## src/hw/rtl/rdrs_pkg.sv

```systemverilog
// shared types and constants for the rabin root-select decryptor
`timescale 1ns / 1ps

package rdrs_pkg;

    // modulus and operand width of the modular arithmetic
    localparam int MW = 32;
    // plaintext limit width
    localparam int LW = 16;

    // register reset values
    localparam int RST_P     = 331;
    localparam int RST_Q     = 311;
    localparam int RST_N     = 102941;
    localparam int RST_LIMIT = 128;

    // configuration register indexes
    localparam logic [1:0] CFG_PRIME_P = 2'd0;
    localparam logic [1:0] CFG_PRIME_Q = 2'd1;
    localparam logic [1:0] CFG_MOD_N   = 2'd2;
    localparam logic [1:0] CFG_LIMIT   = 2'd3;

    // datapath operations
    typedef enum logic [3:0] {
        OP_INIT,
        OP_BASE,
        OP_MUL,
        OP_SQR,
        OP_STORE,
        OP_EU_DIV,
        OP_RED_U,
        OP_RED_V,
        OP_UP,
        OP_VQ,
        OP_RP,
        OP_RQ,
        OP_COMB,
        OP_SEL,
        OP_ZERO,
        OP_EMIT
    } dp_op_t;

    // command from controller to datapath
    typedef struct packed {
        logic   go;
        dp_op_t op;
    } cmd_t;

    // status from datapath to controller
    typedef struct packed {
        logic done;
        logic exp_zero;
        logic exp_lsb;
        logic exp_one;
        logic pm_zero;
        logic eu_b_zero;
        logic n_zero;
        logic pw_q;
        logic out_free;
    } sts_t;

endpackage

```

## src/hw/rtl/rdrs_ctrl.sv

```systemverilog
// controller: sequences the datapath operations for one ciphertext
`timescale 1ns / 1ps

module rdrs_ctrl
(
    input  logic           clk,
    input  logic           rst_n,
    input  logic           in_valid,
    output logic           in_ready,
    input  rdrs_pkg::sts_t sts,
    output rdrs_pkg::cmd_t cmd
);

    typedef enum logic [4:0] {
        S_IDLE,
        S_INIT,
        S_POW_CHK,
        S_POW_BASE,
        S_POW_STEP,
        S_POW_MUL,
        S_POW_SQR,
        S_POW_STORE,
        S_EU_CHK,
        S_EU_DIV,
        S_RED_U,
        S_RED_V,
        S_UP,
        S_VQ,
        S_RP,
        S_RQ,
        S_COMB,
        S_SEL,
        S_ZERO,
        S_EMIT
    } state_t;

    state_t state_reg;
    logic   pend_reg;

    // command decode from the current state
    always_comb
    begin
        cmd.go = !pend_reg;
        cmd.op = rdrs_pkg::OP_INIT;
        case (state_reg)
            S_IDLE:      cmd.go = in_valid;
            S_INIT:      cmd.go = 1'b0;
            S_POW_BASE:  cmd.op = rdrs_pkg::OP_BASE;
            S_POW_MUL:   cmd.op = rdrs_pkg::OP_MUL;
            S_POW_SQR:   cmd.op = rdrs_pkg::OP_SQR;
            S_POW_STORE: cmd.op = rdrs_pkg::OP_STORE;
            S_EU_DIV:    cmd.op = rdrs_pkg::OP_EU_DIV;
            S_RED_U:     cmd.op = rdrs_pkg::OP_RED_U;
            S_RED_V:     cmd.op = rdrs_pkg::OP_RED_V;
            S_UP:        cmd.op = rdrs_pkg::OP_UP;
            S_VQ:        cmd.op = rdrs_pkg::OP_VQ;
            S_RP:        cmd.op = rdrs_pkg::OP_RP;
            S_RQ:        cmd.op = rdrs_pkg::OP_RQ;
            S_COMB:      cmd.op = rdrs_pkg::OP_COMB;
            S_SEL:       cmd.op = rdrs_pkg::OP_SEL;
            S_ZERO:      cmd.op = rdrs_pkg::OP_ZERO;
            S_EMIT:
            begin
                cmd.op = rdrs_pkg::OP_EMIT;
                cmd.go = !pend_reg && sts.out_free;
            end
            default:     cmd.go = 1'b0;
        endcase
        in_ready = (state_reg == S_IDLE);
    end

    // state and pending flag
    always_ff @(posedge clk or negedge rst_n)
    begin
        if (!rst_n)
        begin
            state_reg <= S_IDLE;
            pend_reg  <= 1'b0;
        end
        else
        begin
            if (cmd.go)
                pend_reg <= 1'b1;
            case (state_reg)
                S_IDLE:
                begin
                    if (in_valid)
                        state_reg <= S_INIT;
                end
                S_INIT:
                begin
                    if (sts.done)
                    begin
                        pend_reg  <= 1'b0;
                        state_reg <= sts.n_zero ? S_ZERO : S_POW_CHK;
                    end
                end
                // decision states take no datapath operation
                S_POW_CHK:
                    state_reg <= (sts.pm_zero || sts.exp_zero) ? S_POW_STORE : S_POW_BASE;
                S_POW_STEP:
                    state_reg <= sts.exp_lsb ? S_POW_MUL : S_POW_SQR;
                S_EU_CHK:
                    state_reg <= sts.eu_b_zero ? S_RED_U : S_EU_DIV;
                default:
                begin
                    if (sts.done)
                    begin
                        pend_reg <= 1'b0;
                        case (state_reg)
                            S_POW_BASE:  state_reg <= S_POW_STEP;
                            S_POW_MUL:   state_reg <= sts.exp_one ? S_POW_STORE : S_POW_SQR;
                            S_POW_SQR:   state_reg <= S_POW_STEP;
                            S_POW_STORE: state_reg <= sts.pw_q ? S_POW_CHK : S_EU_CHK;
                            S_EU_DIV:    state_reg <= S_EU_CHK;
                            S_RED_U:     state_reg <= S_RED_V;
                            S_RED_V:     state_reg <= S_UP;
                            S_UP:        state_reg <= S_VQ;
                            S_VQ:        state_reg <= S_RP;
                            S_RP:        state_reg <= S_RQ;
                            S_RQ:        state_reg <= S_COMB;
                            S_COMB:      state_reg <= S_SEL;
                            S_SEL:       state_reg <= S_EMIT;
                            S_ZERO:      state_reg <= S_EMIT;
                            default:     state_reg <= S_IDLE;
                        endcase
                    end
                end
            endcase
        end
    end

endmodule

```

## config.mk

```make
export PLATFORM = sky130hd
export DESIGN_NAME = rdrs_ctrl
export DESIGN_NICKNAME = d
export VERILOG_FILES = /design/src/hw/rtl/rdrs_pkg.sv /design/src/hw/rtl/rdrs_ctrl.sv
export SDC_FILE = /design/constraint.sdc
export NUM_CORES = 1
export LEC_CHECK = 0
export BUFFER_PORTS_ARGS = -buffer_cell sky130_fd_sc_hd__buf_2
export CAP_MARGIN = 20
export CORE_MARGIN = 1.5
export CORE_UTILIZATION = 50
export DETAILED_ROUTE_END_ITERATION = 10
export GPL_ROUTABILITY_DRIVEN = 0
export GPL_TIMING_DRIVEN = 0
export PLACE_DENSITY = 0.76
export SLEW_MARGIN = 20
export SYNTH_ARGS = -nofsm -noshare
export SYNTH_HDL_FRONTEND = slang
export SYNTH_SLANG_ARGS = --single-unit
```

## constraint.sdc

```tcl
create_clock -name clk -period 4.85 [get_ports clk]
set_clock_uncertainty 0.05 [all_clocks]
set_input_delay 0.7275 -clock clk [delete_from_list [all_inputs] [get_ports clk]]
set_output_delay 0.7275 -clock clk [all_outputs]
set_load 0.02 [all_outputs]
```

==> flow_metrics.tcl <==
set metrics [dict create \
    peakVddDrop_mv 0.401 \
    slew_headroom 0.791 \
    register_area_um2 150 \
    yosysTopAreaCell "dfrtp_1" \
    portBuffers 17 \
    ys.flop_type "dfrtp_1" \
    syn-cell-area_um2 729 \
    nets 118 \
    viasPerCell 6.09 \
    first_pass_iters 4 \
    synth-seq-cells 6 \
    worstSetupPathType "reg -> out" \
    report.final.slew_viol_count 0 \
    post-route-period-util 0.505 \
    r2r_end "state_reg[0]$_DFFE_PN0P_" \
    cp-startpoint "state_reg[4]$_DFFE_PN0P_" \
    grt_busiest_layer "met2" \
    drv_cap 0 \
    die_h_um 41.2 \
    synth.yosys.seq_area_share 0.206 \
    cts_hold_buf 0 \
    synth_top_area_frac 0.206 \
    crit_path_end_kind "output port" \
    reg2reg_depth 5 \
    io_pins 18 \
    start_util 0.547 \
    ant_nets 0 \
    die_area_mm2 0.00170 \
    hold_violations 0 \
    yosys_warnings 0 \
    hpwl_mm 1.24 \
    dr.first_iter.drc_count 43 \
    clkTransAtPathRegs_ps 50 \
    grt-ovfl-total 0 \
    die_x_um 41.2 \
    min_period_ps 2450 \
    grt_usage 0.234 \
    rows 13 \
    finalWirelength_mm 1.76 \
    syn_nets 96 \
    r2r_slack_ps 3170 \
    core_mm2 0.00133 \
    synth.top_cells.by_count "nor2_1, o21ai_0, dfrtp_1, inv_1" \
    status "completed" \
    grt_max_degree 11 \
    synth_cell_types 43 \
    ctsResizeCount 0 \
    gr-usage-met1 0.311 \
    cts_inserted_buffers 3 \
    leakagePower_nw 0.397 \
    multi_input_area_um2 468 \
    drc_errors 0 \
    tns_ps 0 \
    synth.area.top_cells "dfrtp_1, mux2_4, o21ai_0" \
    p_per_area_mw_per_mm2 818 \
    clock-sinks 6 \
    rsz0062_at_grt "false" \
    synthArstFlopShare 1.00 \
    hold_path.class "in -> async" \
    cts_setup_buffers 0 \
    vias 725 \
    synth_edf_count 0 \
    clockBufferDepth 2 \
    largest_reg_flops 5 \
    grt_pass1_vias 592 \
    clockRootBuffer "clkbuf_4" \
    fmax_ghz 0.408 \
    drive_gt1_frac 0.385 \
    antenna_found_initial 0 \
    postSynthCellCount 84 \
    final-setup-viol-count 0 \
    grt_util_met2 0.375 \
    avgRoutedWirePerCell_um 14.8 \
    worstPathMaxFanout 10 \
    htreeDepth 1 \
    clock_latency_ps 250 \
    whs_ps 244 \
    r2r-start "state_reg[4]$_DFFE_PN0P_" \
    grt_pass1_wl_mm 2.58 \
    antenna_cells 0 \
    avgSynthCellArea_um2 8.68 \
    synthToLayoutAreaGrowth_pct 17.3 \
    arrival_ps 1670 \
    required_ps 4070 \
    n_fill_cell 137 \
    cts_tree "yes" \
    globalRouteMet3Util 0.0815 \
    tightest_slew_ps 311 \
    worstSetupStartpointType "register" \
]
[through the flow]
stage | setup WS (ps) | power [mW] | instance area, um^2 | instances | utilization
floorplan | 2610 | 0.533 | 729 | 84 | -
global placement | 2690 | 0.640 | 833 | 116 | 0.625
detailed placement | 2680 | 0.645 | 833 | 116 | 0.625
CTS | 2400 | 0.697 | 856 | 119 | 0.642
global route | 2280 | 0.749 | 856 | 119 | 0.642
finish | 2400 | 0.700 | 856 | 119 | 0.642
[area by class of cell]
cell class	count	share of cell area
sequential	6	0.175
multi-input combinational	64	0.547
clock buffer	3	0.0263
inverter	5	0.0219
buffer	9	0.108
tap	15	0.0219
timing repair buffer	17	0.0994
[layout by cell type, fill, tap and decap left out, types with 2 or more instances in the layout]
cell,netlist,routed
o21ai_0,8,8
dfrtp_1,6,6
clkbuf_4,1,4
nor4b_1,3,3
mux2_4,3,3
buf_2,2,19
nand2_1,4,4
a21oi_1,3,3
a22oi_1,2,2
o22ai_1,4,4
inv_1,5,5
buf_6,3,3
nor2_1,8,8
nor2b_1,3,3
[routing by layer]
layer / vias to the layer above / wire length (um)
met1: 337 / 850
met2: 31 / 808
met4: 0 / 0
met5: - / 0
li1: 357 / -
met3: 0 / 102
[worst max-delay path, stage by stage, from the launching register on]
cell and delay, ps:
dfrtp_1 370, buf_12 130, buf_2 200, nand2_1 140
o22a_1 250, o21ai_0 150, buf_2 190
[cells by family (layout without fill, tap and decap cells)]
group,count (synthesis),after routing,synth area share
fa+ha+maj,1,1,0.0154
simple gates,29,29,0.244
mux,5,5,0.0909
compound gates,29,29,0.292
buf+inv,14,34,0.153
flops,6,6,0.206
[where the power goes]
part,switching [mW],internal [mW]
clock,0.0197,0.0281
combinational,0.299,0.255
sequential,0.0214,0.0767
[worst max path at each step]
| stage | endpoint | cells after the start |
|---|---|---|
| 2_1_floorplan | cmd[4] | 5 |
| 3_5_place_dp | cmd[4] | 6 |
| 6_report | cmd[4] | 6 |
| 3_3_place_gp | cmd[4] | 6 |
| 4_1_cts | cmd[4] | 6 |
| 5_1_grt | cmd[4] | 6 |
No activity file was read; power rests on OpenSTA's default activity.
